`src/sv/gpio_pin_control_registers_core_assert.svh`:
```
// Assertion macros shared by the GPIO pin control register block.
// They expect signals named clk and rst_n in the including scope.
`ifndef GPIO_PIN_CONTROL_REGISTERS_CORE_ASSERT_SVH
`define GPIO_PIN_CONTROL_REGISTERS_CORE_ASSERT_SVH

// Same-cycle implication, checked out of reset.
`define GPC_ASSERT_NOW(label, cond, prop) \
    label: assert property (@(posedge clk) disable iff (!rst_n) (cond) |-> (prop)) \
        else $error("gpc assertion failed");

// Next-cycle implication, checked out of reset.
`define GPC_ASSERT_NEXT(label, cond, prop) \
    label: assert property (@(posedge clk) disable iff (!rst_n) (cond) |=> (prop)) \
        else $error("gpc assertion failed");

`endif

```
`src/sv/gpc_pkg.sv`:
```
// Types and constants for the GPIO pin control register block.
// No dependencies; every other file of the block but the assertion header imports it.
package gpc_pkg;

    localparam int DATA_W      = 32;
    localparam int PIN_FIELD_W = 30;
    localparam int BANK_W      = 2;
    localparam int OFFSET_W    = 8;
    localparam int WORD_W      = OFFSET_W - 2;
    localparam int PIN_IDX_W   = 5;
    localparam int FUNC_W      = 5;
    localparam int PAD_W       = 8;

    localparam logic [FUNC_W-1:0] FUNC_RESET = 5'h1F;
    // Input enable, pull-down.
    localparam logic [PAD_W-1:0]  PAD_RESET  = 8'h56;

    localparam logic OP_READ  = 1'b0;
    localparam logic OP_WRITE = 1'b1;

    localparam logic [BANK_W-1:0] BANK_CTRL   = 2'd0;
    localparam logic [BANK_W-1:0] BANK_PAD    = 2'd1;
    localparam logic [BANK_W-1:0] BANK_SETCLR = 2'd2;

    localparam logic [OFFSET_W-1:0] SC_IN      = 8'h04;
    localparam logic [OFFSET_W-1:0] SC_OUT_SET = 8'h14;
    localparam logic [OFFSET_W-1:0] SC_OUT_CLR = 8'h18;
    localparam logic [OFFSET_W-1:0] SC_OE_SET  = 8'h24;
    localparam logic [OFFSET_W-1:0] SC_OE_CLR  = 8'h28;

    typedef enum logic [2:0] {
        TGT_FUNC,
        TGT_PAD,
        TGT_LEVELS,
        TGT_OUT_SET,
        TGT_OUT_CLR,
        TGT_OE_SET,
        TGT_OE_CLR,
        TGT_NONE
    } gpc_target_t;

    typedef struct packed {
        logic                 bad;
        gpc_target_t          target;
        logic [PIN_IDX_W-1:0] pin;
    } gpc_decode_t;

endpackage

```
`src/sv/gpc_if.sv`:
```
// Request and response channel interfaces of the GPIO pin control block.
// Depends on gpc_pkg for field widths.
interface gpc_req_if
    import gpc_pkg::*;
();
    logic                   valid;
    logic                   ready;
    logic                   op;
    logic [BANK_W-1:0]      bank;
    logic [OFFSET_W-1:0]    offset;
    logic [DATA_W-1:0]      write_data;
    logic [PIN_FIELD_W-1:0] pin_levels;

    modport source (output valid, op, bank, offset, write_data, pin_levels, input ready);
    modport sink   (input valid, op, bank, offset, write_data, pin_levels, output ready);
endinterface

interface gpc_rsp_if
    import gpc_pkg::*;
();
    logic                   valid;
    logic                   ready;
    logic [DATA_W-1:0]      read_data;
    logic                   bad_address;
    logic [PIN_FIELD_W-1:0] pin_out;
    logic [PIN_FIELD_W-1:0] pin_oe;

    modport source (output valid, read_data, bad_address, pin_out, pin_oe, input ready);
    modport sink   (input valid, read_data, bad_address, pin_out, pin_oe, output ready);
endinterface

```
`src/sv/gpc_decode.sv`:
```
// Address decode for one bus access: maps bank, offset and access kind
// to a register target and pin index. Depends on gpc_pkg.
module gpc_decode
    import gpc_pkg::*;
#(
    parameter int NUM_PINS = 30
)
(
    input  logic                op,
    input  logic [BANK_W-1:0]   bank,
    input  logic [OFFSET_W-1:0] offset,
    output gpc_decode_t         dec
);

    localparam logic [WORD_W-1:0] PIN_LIMIT = WORD_W'(NUM_PINS);

    logic [WORD_W-1:0]   word;
    logic [WORD_W-1:0]   pad_pin;
    logic [OFFSET_W-1:0] word_off;

    assign word     = offset[OFFSET_W-1:2];
    assign pad_pin  = word - WORD_W'(1);
    assign word_off = {word, 2'b00};

    always_comb
    begin
        dec = '{bad: 1'b1, target: TGT_NONE, pin: '0};
        unique case (bank)
            BANK_CTRL:
            begin
                // Function selects sit on every other word, starting at word one.
                if (word[0] && ({1'b0, word[WORD_W-1:1]} < PIN_LIMIT))
                begin
                    dec.bad    = 1'b0;
                    dec.target = TGT_FUNC;
                    dec.pin    = word[WORD_W-1:1];
                end
            end
            BANK_PAD:
            begin
                if ((word != '0) && (pad_pin < PIN_LIMIT))
                begin
                    dec.bad    = 1'b0;
                    dec.target = TGT_PAD;
                    dec.pin    = pad_pin[PIN_IDX_W-1:0];
                end
            end
            BANK_SETCLR:
            begin
                // The level register is read-only; the set and clear registers
                // are write-only.
                if (word_off == SC_IN)
                begin
                    if (op == OP_READ)
                    begin
                        dec.bad    = 1'b0;
                        dec.target = TGT_LEVELS;
                    end
                end
                else if (op == OP_WRITE)
                begin
                    if (word_off == SC_OUT_SET)
                    begin
                        dec.bad    = 1'b0;
                        dec.target = TGT_OUT_SET;
                    end
                    else if (word_off == SC_OUT_CLR)
                    begin
                        dec.bad    = 1'b0;
                        dec.target = TGT_OUT_CLR;
                    end
                    else if (word_off == SC_OE_SET)
                    begin
                        dec.bad    = 1'b0;
                        dec.target = TGT_OE_SET;
                    end
                    else if (word_off == SC_OE_CLR)
                    begin
                        dec.bad    = 1'b0;
                        dec.target = TGT_OE_CLR;
                    end
                end
            end
            default:
            begin
                dec = '{bad: 1'b1, target: TGT_NONE, pin: '0};
            end
        endcase
    end

endmodule

```
`src/sv/gpio_pin_control_registers_core.sv`:
```
// Top level of the GPIO pin control register block.
// Depends on gpc_pkg, gpc_if (request and response channels), gpc_decode and the assertion header.
//
// The block takes one bus access per clock cycle and returns one response beat for each
// request beat, in order. A request is captured in an input register, decoded and applied
// to the register file when the input stage advances, and its response is held in an output
// register. The register file update sets the rate of one access per cycle, which holds
// as long as the response side keeps ready high; a stalled response holds the input stage
// as well. The pin_out and pin_oe fields of a response give the output levels and enables
// after that access. There is no clearing pass: the register file and the valid flags
// take their values at reset.
`include "gpio_pin_control_registers_core_assert.svh"

module gpio_pin_control_registers_core
    import gpc_pkg::*;
#(
    parameter int NUM_PINS = 30
)
(
    input  logic     clk,
    input  logic     rst_n,
    gpc_req_if.sink  req,
    gpc_rsp_if.source rsp
);

    localparam int PIN_W = (NUM_PINS > 1) ? $clog2(NUM_PINS) : 1;
    localparam logic [DATA_W-1:0] PIN_MASK = {DATA_W{1'b1}} >> (DATA_W - NUM_PINS);

    // Input stage.
    logic                   s1_valid_reg;
    logic                   s1_valid_next;
    logic                   s1_op_reg;
    logic [BANK_W-1:0]      s1_bank_reg;
    logic [OFFSET_W-1:0]    s1_offset_reg;
    logic [DATA_W-1:0]      s1_wdata_reg;
    logic [PIN_FIELD_W-1:0] s1_levels_reg;

    // Result stage.
    logic                   out_valid_reg;
    logic                   out_valid_next;
    logic [DATA_W-1:0]      read_data_reg;
    logic [DATA_W-1:0]      read_data_next;
    logic                   bad_address_reg;
    logic [PIN_FIELD_W-1:0] pin_out_reg;
    logic [PIN_FIELD_W-1:0] pin_oe_reg;

    // Register file.
    logic [FUNC_W-1:0]   func_sel_reg [NUM_PINS];
    logic [PAD_W-1:0]    pad_reg      [NUM_PINS];
    logic [NUM_PINS-1:0] out_level_reg;
    logic [NUM_PINS-1:0] out_level_next;
    logic [NUM_PINS-1:0] out_enable_reg;
    logic [NUM_PINS-1:0] out_enable_next;

    logic                req_fire;
    logic                s1_adv;
    gpc_decode_t         dec;
    logic [PIN_W-1:0]    pin_idx;
    logic [NUM_PINS-1:0] mask;
    logic                is_write;
    logic                wr_func;
    logic                wr_pad;
    logic [DATA_W-1:0]   rd_value;

    // Handshake: the input stage moves on whenever the result register is free or
    // is being emptied in this cycle.
    assign s1_adv         = s1_valid_reg && (!out_valid_reg || rsp.ready);
    assign req.ready      = !s1_valid_reg || s1_adv;
    assign req_fire       = req.valid && req.ready;
    assign s1_valid_next  = req_fire || (s1_valid_reg && !s1_adv);
    assign out_valid_next = s1_adv || (out_valid_reg && !rsp.ready);

    always_ff @(posedge clk or negedge rst_n)
    begin
        if (!rst_n)
        begin
            s1_valid_reg  <= 1'b0;
            out_valid_reg <= 1'b0;
        end
        else
        begin
            s1_valid_reg  <= s1_valid_next;
            out_valid_reg <= out_valid_next;
        end
    end

    always_ff @(posedge clk)
    begin
        if (req_fire)
        begin
            s1_op_reg     <= req.op;
            s1_bank_reg   <= req.bank;
            s1_offset_reg <= req.offset;
            s1_wdata_reg  <= req.write_data;
            s1_levels_reg <= req.pin_levels;
        end
    end

    gpc_decode #(
        .NUM_PINS (NUM_PINS)
    ) u_decode (
        .op     (s1_op_reg),
        .bank   (s1_bank_reg),
        .offset (s1_offset_reg),
        .dec    (dec)
    );

    assign pin_idx  = dec.pin[PIN_W-1:0];
    assign mask     = s1_wdata_reg[NUM_PINS-1:0];
    assign is_write = (s1_op_reg == OP_WRITE);
    assign wr_func  = !dec.bad && is_write && (dec.target == TGT_FUNC);
    assign wr_pad   = !dec.bad && is_write && (dec.target == TGT_PAD);

    always_comb
    begin
        out_level_next  = out_level_reg;
        out_enable_next = out_enable_reg;
        rd_value        = '0;
        unique case (dec.target)
            TGT_FUNC:    rd_value = DATA_W'(func_sel_reg[pin_idx]);
            TGT_PAD:     rd_value = DATA_W'(pad_reg[pin_idx]);
            TGT_LEVELS:  rd_value = DATA_W'(s1_levels_reg) & PIN_MASK;
            TGT_OUT_SET: out_level_next  = out_level_reg | mask;
            TGT_OUT_CLR: out_level_next  = out_level_reg & ~mask;
            TGT_OE_SET:  out_enable_next = out_enable_reg | mask;
            TGT_OE_CLR:  out_enable_next = out_enable_reg & ~mask;
            TGT_NONE:    rd_value = '0;
        endcase
        read_data_next = (dec.bad || is_write) ? '0 : rd_value;
    end

    always_ff @(posedge clk or negedge rst_n)
    begin
        if (!rst_n)
        begin
            for (int i = 0; i < NUM_PINS; i++)
            begin
                func_sel_reg[i] <= FUNC_RESET;
                pad_reg[i]      <= PAD_RESET;
            end
            out_level_reg  <= '0;
            out_enable_reg <= '0;
        end
        else if (s1_adv)
        begin
            if (wr_func)
            begin
                func_sel_reg[pin_idx] <= s1_wdata_reg[FUNC_W-1:0];
            end
            if (wr_pad)
            begin
                pad_reg[pin_idx] <= s1_wdata_reg[PAD_W-1:0];
            end
            out_level_reg  <= out_level_next;
            out_enable_reg <= out_enable_next;
        end
    end

    always_ff @(posedge clk)
    begin
        if (s1_adv)
        begin
            read_data_reg   <= read_data_next;
            bad_address_reg <= dec.bad;
            pin_out_reg     <= PIN_FIELD_W'(out_level_next);
            pin_oe_reg      <= PIN_FIELD_W'(out_enable_next);
        end
    end

    assign rsp.valid       = out_valid_reg;
    assign rsp.read_data   = read_data_reg;
    assign rsp.bad_address = bad_address_reg;
    assign rsp.pin_out     = pin_out_reg;
    assign rsp.pin_oe      = pin_oe_reg;

    `GPC_ASSERT_NOW(a_bad_reads_zero, rsp.valid && rsp.bad_address, rsp.read_data == '0)
    `GPC_ASSERT_NEXT(a_adv_gives_beat, s1_adv, rsp.valid)
    `GPC_ASSERT_NEXT(a_idle_keeps_pins, !s1_adv, $stable(out_level_reg) && $stable(out_enable_reg))
    `GPC_ASSERT_NOW(a_stall_blocks_input, out_valid_reg && !rsp.ready && s1_valid_reg, !req.ready)

endmodule

```
`src/flat_wrapper.sv`:
```
// flat-port wrapper written by rule: the top's interface ports become plain ports
module gpio_pin_control_registers_core_flat import gpc_pkg::*;
#(
    parameter int NUM_PINS = 30
)
  (clk, rst_n, req_valid, req_op, req_bank, req_offset, req_write_data, req_pin_levels, req_ready, rsp_valid, rsp_read_data, rsp_bad_address, rsp_pin_out, rsp_pin_oe, rsp_ready);
  gpc_req_if req_i ();
  gpc_rsp_if rsp_i ();
  input  logic clk;
  input  logic rst_n;
  input wire logic [$bits(req_i.valid)-1:0] req_valid;
  input wire logic [$bits(req_i.op)-1:0] req_op;
  input wire logic [$bits(req_i.bank)-1:0] req_bank;
  input wire logic [$bits(req_i.offset)-1:0] req_offset;
  input wire logic [$bits(req_i.write_data)-1:0] req_write_data;
  input wire logic [$bits(req_i.pin_levels)-1:0] req_pin_levels;
  output wire logic [$bits(req_i.ready)-1:0] req_ready;
  output wire logic [$bits(rsp_i.valid)-1:0] rsp_valid;
  output wire logic [$bits(rsp_i.read_data)-1:0] rsp_read_data;
  output wire logic [$bits(rsp_i.bad_address)-1:0] rsp_bad_address;
  output wire logic [$bits(rsp_i.pin_out)-1:0] rsp_pin_out;
  output wire logic [$bits(rsp_i.pin_oe)-1:0] rsp_pin_oe;
  input wire logic [$bits(rsp_i.ready)-1:0] rsp_ready;
  assign req_i.valid = req_valid;
  assign req_i.op = req_op;
  assign req_i.bank = req_bank;
  assign req_i.offset = req_offset;
  assign req_i.write_data = req_write_data;
  assign req_i.pin_levels = req_pin_levels;
  assign req_ready = req_i.ready;
  assign rsp_valid = rsp_i.valid;
  assign rsp_read_data = rsp_i.read_data;
  assign rsp_bad_address = rsp_i.bad_address;
  assign rsp_pin_out = rsp_i.pin_out;
  assign rsp_pin_oe = rsp_i.pin_oe;
  assign rsp_i.ready = rsp_ready;
  gpio_pin_control_registers_core #(.NUM_PINS(NUM_PINS)) u_core (.clk(clk), .rst_n(rst_n), .req(req_i), .rsp(rsp_i));
endmodule
```
`config.mk`:
```
export PLATFORM = sky130hd
export DESIGN_NAME = gpio_pin_control_registers_core_flat
export DESIGN_NICKNAME = d
export VERILOG_FILES = /design/src/sv/gpc_pkg.sv /design/src/sv/gpc_if.sv /design/src/sv/gpc_decode.sv /design/src/sv/gpio_pin_control_registers_core.sv /design/src/flat_wrapper.sv
export VERILOG_INCLUDE_DIRS = /design/src /design/src/sv
export SDC_FILE = /design/constraint.sdc
export NUM_CORES = 1
export LEC_CHECK = 0
export BUFFER_PORTS_ARGS = -buffer_cell sky130_fd_sc_hd__buf_2
export CAP_MARGIN = 20
export CORE_AREA = 4 4 267 269
export DETAILED_ROUTE_END_ITERATION = 7
export DIE_AREA = 0 0 271 273
export SLEW_MARGIN = 15
export SYNTH_ARGS = -nofsm -noshare
export SYNTH_HDL_FRONTEND = slang
export SYNTH_SLANG_ARGS = --single-unit
export TNS_END_PERCENT = 1
```
`constraint.sdc`:
```
create_clock -name clk -period 4.05 [get_ports clk]
set_input_delay 0.2025 -clock clk [delete_from_list [all_inputs] [get_ports clk]]
set_output_delay 0.2025 -clock clk [all_outputs]
set_load 0.01 [all_outputs]
```
Yosys cells after proc, flatten, opt, wreduce, memory -nomap -nowiden. Cells that the tools add are included.

$add $sub $neg: 1. Mux-type cells: 26. Magnitude comparators: 4. Bitwise logic cells: 6. Equal/unequal tests: 13. Reduce and logical (&&, ||, !) cells: 25.

Operators with widths (number): bitwise mux 240 bit (1); bitwise mux 150 bit (1); case mux 30 bit (2 select lines) (2); case mux 30 bit (3 select lines) (1); bitwise AND 30 bit (2); OR 30 bit (2); binary-select mux 8 bit (select 5 bit) (1); demux 8 bit (select 5 bit) (1); inverter 30 bit (1); 2-to-1 mux 4 bit (7); binary-select mux 5 bit (select 5 bit) (1); demux 5 bit (select 5 bit) (1); 2-to-1 mux 8 bit (3); 2-to-1 mux 9 bit (2); 2-to-1 mux 5 bit (3); == test 6 x 3 -> 1 bit (second input constant) (2); == test 6 x 4 -> 1 bit (second input constant) (2); case mux 4 bit (3 select lines) (1); logical AND 1 bit (10); case mux 5 bit (2 select lines) (1); == test 3 bit (second input constant) (3); == test 3 x 2 -> 1 bit (second input constant) (2); == test 6 x 1 -> 1 bit (second input constant) (1); greater-or-equal comparator 6 bit (second input constant) (1); other kinds (14) (23).

Output and inout bits: 95. Word-level logic and storage cells: 148. Register bits: 616. Input port bits: 77.

Depth between registers and ports, before layout. Gate-level depths: netlist of the first run.

Word-level depth: 12. Gate-level depth with buffers: 15. Gate-level depth less buffers: 11.

By module. From an unflattened synthesis of the first run, not the netlist that was laid out.

Cell total of the unflattened synthesis: 1800. Area, all modules: 27040.9 sq um.

By module, submodules not included: gpio_pin_control_registers_core (area an instance 26625.5 sq um, times used 1, seq. area each 16513.3 sq um, cells each 1742); gpc_decode (area an instance 415.4 sq um, times used 1, seq. area each 0.0 sq um, cells each 58).

Worst setup path before layout of the first run. OpenSTA, ideal clock, no wires.

Kind: register -> register. Start: register u_core.out_valid_reg, in the netlist u_core.rsp.valid. End: register u_core.out_enable_reg[20]. Stages on the path, launching flop included: 6. Clock period less this slack: 4.233 ns. Data required time: 3.916 ns. Path buffers: 2. Slack: -0.183 ns. Library setup time: 0.134 ns. Arrival time: 4.100 ns. Cells stage by stage: dfrtp_1 -> nand2b_1 -> and2_1 -> clkbuf_1 -> clkbuf_1 -> mux2_2.

Cells in the longest elaborated chain, start to end: 3.

Ends and longest elaborated chain: start, declared (RTL line gpio_pin_control_registers_core.sv:39) `logic out_valid_reg;`; start signal, assigned (RTL line gpio_pin_control_registers_core.sv:83) `out_valid_reg <= out_valid_next;`; logical NOT 1 bit (RTL line gpio_pin_control_registers_core.sv:67) `assign s1_adv = s1_valid_reg && (!out_valid_reg || rsp.ready);`; logical OR 1 bit (RTL line gpio_pin_control_registers_core.sv:67); logical AND 1 bit (RTL line gpio_pin_control_registers_core.sv:67); via u_core.s1_adv (RTL line gpio_pin_control_registers_core.sv:56) `logic s1_adv;`; end signal, assigned (RTL line gpio_pin_control_registers_core.sv:155) `out_enable_reg <= out_enable_next;`; end, declared (RTL line gpio_pin_control_registers_core.sv:52) `logic [NUM_PINS-1:0] out_enable_reg;`.

The timed path passes the listed nets, and every way through them passes these cells. A chain may end at the register's enable or synchronous reset.

Worst setup path in the final report of the first run.
Start: register u_core.s1_offset_reg[2]. End: register u_core.read_data_reg[2], in the netlist u_core.rsp.read_data[2], data pin.

Cells in the longest elaborated chain, start to end: 10. Elaborated cells on any way between the ends: 32. Classes of those cells: 1 x add/sub; 1 x order compare; 7 x eq/ne; 17 x mux; 1 x bitwise; 5 x reduce/logical.

Ends and longest elaborated chain: start, declared (RTL line gpio_pin_control_registers_core.sv:34) `logic [OFFSET_W-1:0] s1_offset_reg;`; start signal, assigned (RTL line gpio_pin_control_registers_core.sv:93) `s1_offset_reg <= req.offset;`; subtractor 6 x 1 -> 6 bit / == test 6 x 4 -> 1 bit (equally long branches) (RTL line gpc_decode.sv:22, gpc_decode.sv:77); less-than comparator 6 x 5 -> 1 bit / 2-to-1 mux 4 bit (equally long branches) (RTL line gpc_decode.sv:41, gpc_decode.sv:77); logical AND 1 bit / 2-to-1 mux 4 bit (equally long branches) (RTL line gpc_decode.sv:41, gpc_decode.sv:72); 2-to-1 mux 9 bit / 2-to-1 mux 4 bit (equally long branches) (RTL line gpc_decode.sv:41, gpc_decode.sv:67); case mux 5 bit (2 select lines) / 2-to-1 mux 4 bit (equally long branches) (RTL line gpc_decode.sv:28, gpc_decode.sv:62); inverter 5 -> 6 bit (not written as such) / 2-to-1 mux 4 bit (equally long branches) (RTL line gpio_pin_control_registers_core.sv:120, gpio_pin_control_registers_core.sv:121, gpc_decode.sv:60); binary-select mux 8 bit (select 5 bit) (tied with other cells) (RTL line gpio_pin_control_registers_core.sv:121) `TGT_PAD: rd_value = DATA_W'(pad_reg[pin_idx]);`; 2-to-1 mux 8 bit (not written as such) (tied with other cells) (2 in series) (RTL line gpio_pin_control_registers_core.sv:121); case mux 30 bit (3 select lines) (RTL line gpio_pin_control_registers_core.sv:119) `unique case (dec.target)`; end signal, assigned (RTL line gpio_pin_control_registers_core.sv:163) `read_data_reg <= read_data_next;`; end, declared (RTL line gpio_pin_control_registers_core.sv:41) `logic [DATA_W-1:0] read_data_reg;`.

Parallel ways exist; a longest one is shown, timed or not. The select of a mux whose other input is x is not followed.

==> results of run 1 <==
[layout make-up]
class	instances	share of cell area [%]
well taps	931	3.54
clock inverters	27	0.871
flip-flops and latches	612	50.0
clock buffers	95	5.85
inverters	11	0.125
multi-input cells	1281	31.7
repair buffers	342	7.92
[metrics by stage]
stage	setup TNS [ns]	instance area (µm²)
6_report	-0.0173	32900
5_1_grt	-8.26	32900
4_1_cts	-4.50	32800
3_5_place_dp	-9.41	29900
3_3_place_gp	-0.0917	29900
2_1_floorplan	0	27400
[synth_stat cells (6+ instances only)]
cell	number	area, µm²
o221ai_1	14	123
o22ai_1	12	75.1
dfstp_2	270	7090
a21oi_1	32	160
nand3_1	41	205
a22oi_1	18	135
a221oi_1	19	166
o211ai_1	9	67.6
nor2_2	11	68.8
nand3b_1	6	45.0
or3_1	6	37.5
buf_2	41	205
edfxtp_1	160	4800
a31oi_1	15	93.8
and3_1	14	87.6
buf_1	6	22.5
nand4_1	11	68.8
o21a_1	24	180
dfrtp_1	182	4550
nand2_1	147	552
nor2b_1	7	43.8
mux2_2	452	5090
o31ai_1	13	97.6
nor3_1	42	210
clkbuf_1	97	364
a211oi_1	19	143
a221o_1	6	60.1
and2_1	34	213
nand2_2	31	194
a22o_1	63	552
inv_1	11	41.3
nor3b_1	8	60.1
nand2b_1	9	56.3
o2111ai_1	11	96.3
nor2_1	50	188
o21ai_0	69	345
mux2i_1	14	140
[kinds of logic after synthesis]
kind of cell	count (synthesis)	share of synthesized area [%]
DFF	612	60.1
muxes	467	19.1
and+or+nand+nor	433	7.97
AOI/OAI and AO/OA	374	10.2
buffers and inverters	160	2.44
adders and majority gates	3	0.137
xor gates and xnor gates	2	0.0640
other	1	0.0137
[metal layers]
layer  global-route usage [%]  part of all wire, %  wire length (µm)  vias up
met5                        0                    0                 0        -
met4                     6.40                  2.4              1870        0
met3                     3.21                  5.8              4470      110
met2                     34.0                   47             36400      603
met1                     28.5                   45             34600     9692
li1                         -                    -                 -     8191
[power by group through the flow]
stage | combinational, W | clock, W | sequential (W)
floorplan | 0.00108 | 0 | 0.00740
global placement | 0.00186 | 0 | 0.00738
detailed placement | 0.00192 | 0 | 0.00741
CTS | 0.00198 | 0.00630 | 0.00730
global route | 0.00214 | 0.00657 | 0.00736
finish | 0.00198 | 0.00616 | 0.00731
[worst paths after layout]
| path | from | endpoint | slack (ns) | depth (start not counted) |
|---|---|---|---|---|
| min | rst_n | u_core.pad_reg[53]$_DFFE_PN0P_ | 0.28 | 2 |
| max in group asynchronous | rst_n | u_core.func_sel_reg[113]$_DFFE_PN1P_ | 2.63 | 3 |
| min in group clk | req_write_data[27] | u_core.s1_wdata_reg[27]$_DFFE_PP_ | 0.31 | 2 |
| max reg2reg | u_core.s1_offset_reg[2]$_DFFE_PP_ | u_core.rsp.read_data[2]$_SDFFCE_PP0P_ | -0.02 | 12 |
| min reg2reg | u_core.pad_reg[176]$_DFFE_PN0P_ | u_core.pad_reg[176]$_DFFE_PN0P_ | 0.50 | 1 |
| max | u_core.s1_offset_reg[2]$_DFFE_PP_ | u_core.rsp.read_data[2]$_SDFFCE_PP0P_ | -0.02 | 12 |
[timing repair]
action,4_1_cts,5_1_grt
endpoints found under the setup margin,178,300
pin swaps,2,3
setup buffers,0,2
gates resized for setup,4,18
hold endpoints to repair,98,0
hold buffers,73,0
==> impl_metrics.csv, run 1 <==
group,metric,value,unit
outcome,status,"finished with violations",
outcome,violations,"setup timing",
clock_tree,cts_buffers,67,
clock_tree,cts_tree,"built",
global_routing,grt_pass1_vias,19200,
pwr,leakagePower,13.4,nW
route,drt_pass1_iterations,5,
route,via_per_inst,5.64,
yosys,netlist_instances,2052,
yosys,yosysWarningCount,0,
cells_and_area,mostFrequentLayoutCell,"mux2_2",
clock_tree,clkLatencyLatePin,0.61,ns
sta,finalCritPeriodShare,100,%
yosys,synth-seq-cells,612,
cells_and_area,final_cell_mix,"mux2_2 (452), dfstp_2 (270), dfrtp_1 (182)",
cells_and_area,final_util,48.0,%
global_routing,grt_max_degree,149,
critical_path,path_buf_inv,2,
cells_and_area,drive_gt1_share,49.7,%
critical_path,critical_path_class,"register to register",
route,drt_iter0_drc,1581,
floorplanning,dieArea,0.0740,mm²
floorplanning,die_w,271,µm
floorplanning,die_h,273,µm
sta,fmax,246,MHz
yosys,syn_area_per_cell,13.3,µm²
placement,portBuffers,165,
cells_and_area,stdcell_count,3299,
sta,slew_headroom,26.1,%
clock_tree,clock_sinks,612,
yosys,synthArstFlopShare,73.9,%
critical_path,critPathMaxFanout,13,
placement,dp_cells,3102,
cells_and_area,regArea,0.0165,mm²
clock_tree,path_clk_slew,0.06,ns
pwr,swShare,25.1,%
floorplanning,num_io_pins,172,
route,antenna_left,0,
critical_path,cp_top_family,"compound AO/OA/AOI/OAI gates",
critical_path,slowest_stage,"a221oi_1",
yosys,synth-main-ff-cell,"dfstp_2",
sta,setup_viol,1,
route,post_drt_wl_per_cell,23.4,µm
sta,slew_viol_final,0,
global_routing,antenna_found_initial,0,
cells_and_area,n_antenna_cell,0,
sta,finalHoldViolCount,0,
sta,fin_ws,-0.0173,ns
critical_path,start_kind,"register",
pwr,p_seq_share,47.3,%
yosys,synth-edff-count,160,
pwr,internal-power,0.0116,W
min_path,holdCritPathClass,"input pin to asynchronous set/reset pin",
yosys,syn_area,0.0274,mm²
clock_tree,root_buffer,"clkbuf_16",
pwr,powerDensity,470,mW/mm²
clock_tree,clockBufferDepth,3,
sta,fin_crit,4.07,ns
sta,tightest_slew,1.10,ns
yosys,ys_seq_area_share,60.1,%
critical_path,arrival,4.38,ns
placement,place.gp.congestion,0.850,
floorplanning,design.core.area,0.0686,mm²
route,vias,18600,
floorplanning,initial_core_util,39.9,%
cells_and_area,nets,2395,
global_routing,grt_pass1_wl,120000,µm
run,cap_viol_max_count,0,
cells_and_area,multiInputGateArea,0.0104,mm²
global_routing,grt_use_total,20.7,%
pwr,clkPwrFrac,39.9,%
pwr,p_sw,0.00389,W
critical_path,slowest_delay,0.54,ns
placement,dpl.hpwl,49800,µm
critical_path,required,4.36,ns
route,wirelength,77300,µm
sta,holdWs,0.277,ns
pwr,finalPower,0.0154,W
cells_and_area,fill_cells,5946,
floorplanning,rows,96,
cells_and_area,largest_register_ffs,240,
yosys,synth_cell_types,81,
sta,clock_skew,0.0289,ns
cells_and_area,area_delta_synth_final,20.1,%
pwr,pwr-share-comb,12.8,%
placement,place_ws,-0.120,ns
critical_path,end_kind,"register",
sta,rsz0062_at_grt,"yes",
clock_tree,h-tree-depth,3,
global_routing,grt_overflow,0,
route,drc_errors,0,
critical_path,crit_chain,"inv_1 > ha_1 > nor3b_2 > xnor2_2 > a211oi_2 > o32a_2 > nor2_4 > buf_12 > a221oi_1 > o221ai_1 > nand4_1 > o211ai_1",
pwr,ir_worst_vdd,0.000310,V
Note: power is estimated with default switching activity, not from simulation.
==> run 2: changes to the inputs <==
--- a/config.mk
+++ b/config.mk
@@ -6,11 +6,12 @@
 export SDC_FILE = /design/constraint.sdc
 export NUM_CORES = 1
 export LEC_CHECK = 0
+export ABC_AREA = 1
 export BUFFER_PORTS_ARGS = -buffer_cell sky130_fd_sc_hd__buf_2
 export CAP_MARGIN = 20
-export CORE_AREA = 4 4 267 269
+export CORE_AREA = 4 4 268 270
 export DETAILED_ROUTE_END_ITERATION = 7
-export DIE_AREA = 0 0 271 273
+export DIE_AREA = 0 0 272 274
 export SLEW_MARGIN = 15
 export SYNTH_ARGS = -nofsm -noshare
 export SYNTH_HDL_FRONTEND = slang
==> impl_metrics.csv, run 2 <==
group,metric,value,unit
floorplanning,rows,97,
sta,setup_viol,0,
critical_path,end_kind,"register",
clock_tree,clkLatencyLatePin,0.62,ns
placement,dpl.hpwl,46700,µm
placement,portBuffers,165,
yosys,synth_top_family_by_area,"simple AND/OR/NAND/NOR gates",
global_routing,grt_overflow,0,
clock_tree,clockBufferDepth,3,
cells_and_area,n_antenna_cell,0,
route,post_drt_wl_per_cell,16.9,µm
floorplanning,num_io_pins,172,
route,wirelength,74700,µm
clock_tree,root_buffer,"clkbuf_16",
cells_and_area,final_area,0.0324,mm²
outcome,status,"completed",
global_routing,grt_max_degree,112,
yosys,synth-main-ff-cell,"dfstp_2",
yosys,synth_compound_area_share,12.4,%
cells_and_area,nets,3514,
yosys,synthArstFlopShare,73.9,%
cells_and_area,area_delta_synth_final,17.4,%
pwr,ir_worst_vdd,0.000434,V
global_routing,grt_use_total,19.9,%
global_routing,antenna_found_initial,1,
clock_tree,postCtsResizedCells,0,
critical_path,rr_startpoint,"u_core.s1_offset_reg[2]$_DFFE_PP_",
route,via_per_inst,4.91,
clock_tree,clock_sinks,612,
critical_path,critical_path_class,"register to register",
yosys,syn_area,0.0276,mm²
sta,fin_crit,3.45,ns
yosys,synthMuxAreaShare,0,%
yosys,synth_commonest_cells,"nand2_1 (1235), o21ai_1 (446), dfstp_2 (270)",
yosys,synth_cell_types,31,
critical_path,start_kind,"register",
floorplanning,initial_core_util,39.6,%
critical_path,endpoint,"u_core.pad_reg[24]$_DFFE_PN0P_",
yosys,synth-seq-cells,612,
critical_path,arrival,3.90,ns
critical_path,reg2reg_to,"u_core.pad_reg[24]$_DFFE_PN0P_",
floorplanning,design.core.area,0.0695,mm²
sta,rsz0062_at_grt,"no",
sta,finalHoldViolCount,0,
global_routing,grt_pass1_wl,118000,µm
yosys,synthTopCellsByArea,"dfstp_2 (26%), edfxtp_1 (17%), nand2_1 (17%), dfrtp_1 (17%), o21ai_1 (8.1%)",
yosys,syn_area_per_cell,8.50,µm²
route,drt_pass1_iterations,8,
cells_and_area,mostFrequentLayoutCell,"nand2_1",
yosys,synth.most_common_cell,"nand2_1",
yosys,synth-edff-count,160,
route,drt_iter0_drc,1812,
global_routing,grt_pass1_vias,20500,
cells_and_area,fill_cells,6750,
yosys,synth_xor_xnor_area_share,0,%
yosys,synth_area_leader_cell,"dfstp_2",
clock_tree,cts_buffers,67,
route,vias,21700,
critical_path,reg2reg_depth,14,
floorplanning,die_h,274,µm
clock_tree,cts_tree,"built",
floorplanning,dieArea,0.0745,mm²
critical_path,critPathMaxFanout,16,
clock_tree,h-tree-depth,3,
route,antenna_left,0,
clock_tree,path_clk_slew,0.06,ns
pwr,powerDensity,464,mW/mm²
yosys,synth_fa_ha_area_share,0.136,%
yosys,ys_seq_area_share,59.7,%
floorplanning,die_w,272,µm
cells_and_area,final_cell_mix,"nand2_1 (1233), o21ai_1 (446), dfstp_2 (270)",
yosys,yosysWarningCount,0,
cells_and_area,largest_register_ffs,240,
sta,tightest_slew,1.01,ns
sta,slew_headroom,32.6,%
placement,place.gp.congestion,0.811,
route,drc_errors,0,
critical_path,timing.reg2reg.setup_slack,0.60,ns
sta,clock_skew,0.0241,ns
sta,fmax,290,MHz
yosys,synth-simple-area-share,21.7,%
sta,slew_viol_final,0,
critical_path,cp-startpoint,"u_core.s1_offset_reg[2]$_DFFE_PP_",
cells_and_area,drive_gt1_share,18.9,%
sta,finalCritPeriodShare,85.1,%
min_path,holdCritPathClass,"input pin to asynchronous set/reset pin",
critical_path,required,4.51,ns
sta,tns,0,ns
yosys,yosysTopAreaCellShare,25.7,%
placement,placed_cell_area,0.0294,mm²
yosys,netlist_instances,3243,
run,cap_viol_max_count,0,
pwr,leakagePower,13.5,nW
## run 2: changes by cell type after synthesis, moves of 138 or more
cell     previous run  this run
inv_1              11       222
o21ai_0            69       207
nor2_1             50       207
mux2_2            452         0
o21ai_1             1       446
nand2_1           147      1235
## run 2: cell families (layout without fill, tap and decap cells)
kind of cell | count (synthesis) | after routing
AND/OR/NAND/NOR | 1531 | 1531
AO/OA/AOI/OAI | 679 | 679
flip-flops | 612 | 612
buffers and inverters | 417 | 662
adder cells (fa/ha/maj) | 3 | 3
other | 1 | 2
## run 2: metrics by stage
stage,worst slack [ns],power [W],std cells,util (%),hold WS [ns]
after floorplan,0.0522,0.00821,3244,-,-0.0931
after global placement,0.657,0.00891,4232,42.3,0.283
after detailed placement,0.658,0.00894,4232,42.3,0.280
after CTS,0.648,0.0152,4429,46.5,0.248
after global routing,0.323,0.0157,4429,46.5,0.277
final,0.605,0.0150,4429,46.5,0.243
## run 2: final cells by class
| type | instances | area, µm² | area share [%] |
|---|---|---|---|
| clock inverter | 33 | 352 | 1.09 |
| multi-input combinational | 2215 | 9470 | 29.3 |
| clock buffer | 91 | 1870 | 5.77 |
| sequential | 612 | 16500 | 50.9 |
| tap | 940 | 1180 | 3.63 |
| inverter | 244 | 921 | 2.85 |
| timing repair buffer | 294 | 2110 | 6.53 |
## run 2: timing repair
action / in CTS / in global routing
endpoints found under the hold margin: 95 / 0
buffers inserted: 0 / 0
hold buffers: 73 / 0
## run 2: worst min path at each step
stage	cells past startpoint	endpoint	slack [ns]	startpoint
6_report	2	u_core.pad_reg[88]$_DFFE_PN0P_	0.24	rst_n
5_1_grt	2	u_core.s1_wdata_reg[27]$_DFFE_PP_	0.28	req_write_data[27]
4_1_cts	2	u_core.pad_reg[64]$_DFFE_PN0P_	0.25	rst_n
3_5_place_dp	1	u_core.pad_reg[56]$_DFFE_PN0P_	0.28	rst_n
3_3_place_gp	1	u_core.pad_reg[56]$_DFFE_PN0P_	0.28	rst_n
2_1_floorplan	0	u_core.out_enable_reg[0]$_DFFE_PN0P_	-0.09	rst_n
## run 2: where the power goes
| part | leakage, nW | switching (W) | internal, W |
|---|---|---|---|
| logic | 5.60 | 0.00121 | 0.000577 |
| registers | 6.82 | 0.000191 | 0.00690 |
| clock network | 1.10 | 0.00259 | 0.00354 |
| total | 13.5 | 0.00400 | 0.0110 |
## run 2: critical path, stage by stage (launching register included)
cell	delay [ns]
edfxtp_1	0.48
inv_1	0.12
ha_1	0.21
nand2_1	0.09
nand2_1	0.10
nand2_1	0.07
nand3_2	0.11
nand3_1	0.10
nand2_2	0.38
nand2_2	0.35
buf_4	0.33
nor2_1	0.27
nand2_1	0.43
nand2_1	0.16
o21ai_1	0.08
## run 2: layer usage
layer	routed length, µm	vias to the layer above	global-route usage, %
li1	-	10800	-
met2	35100	483	32.5
met1	34000	10400	27.7
met3	3580	117	3.09
met5	0	-	0
met4	2000	0	5.69
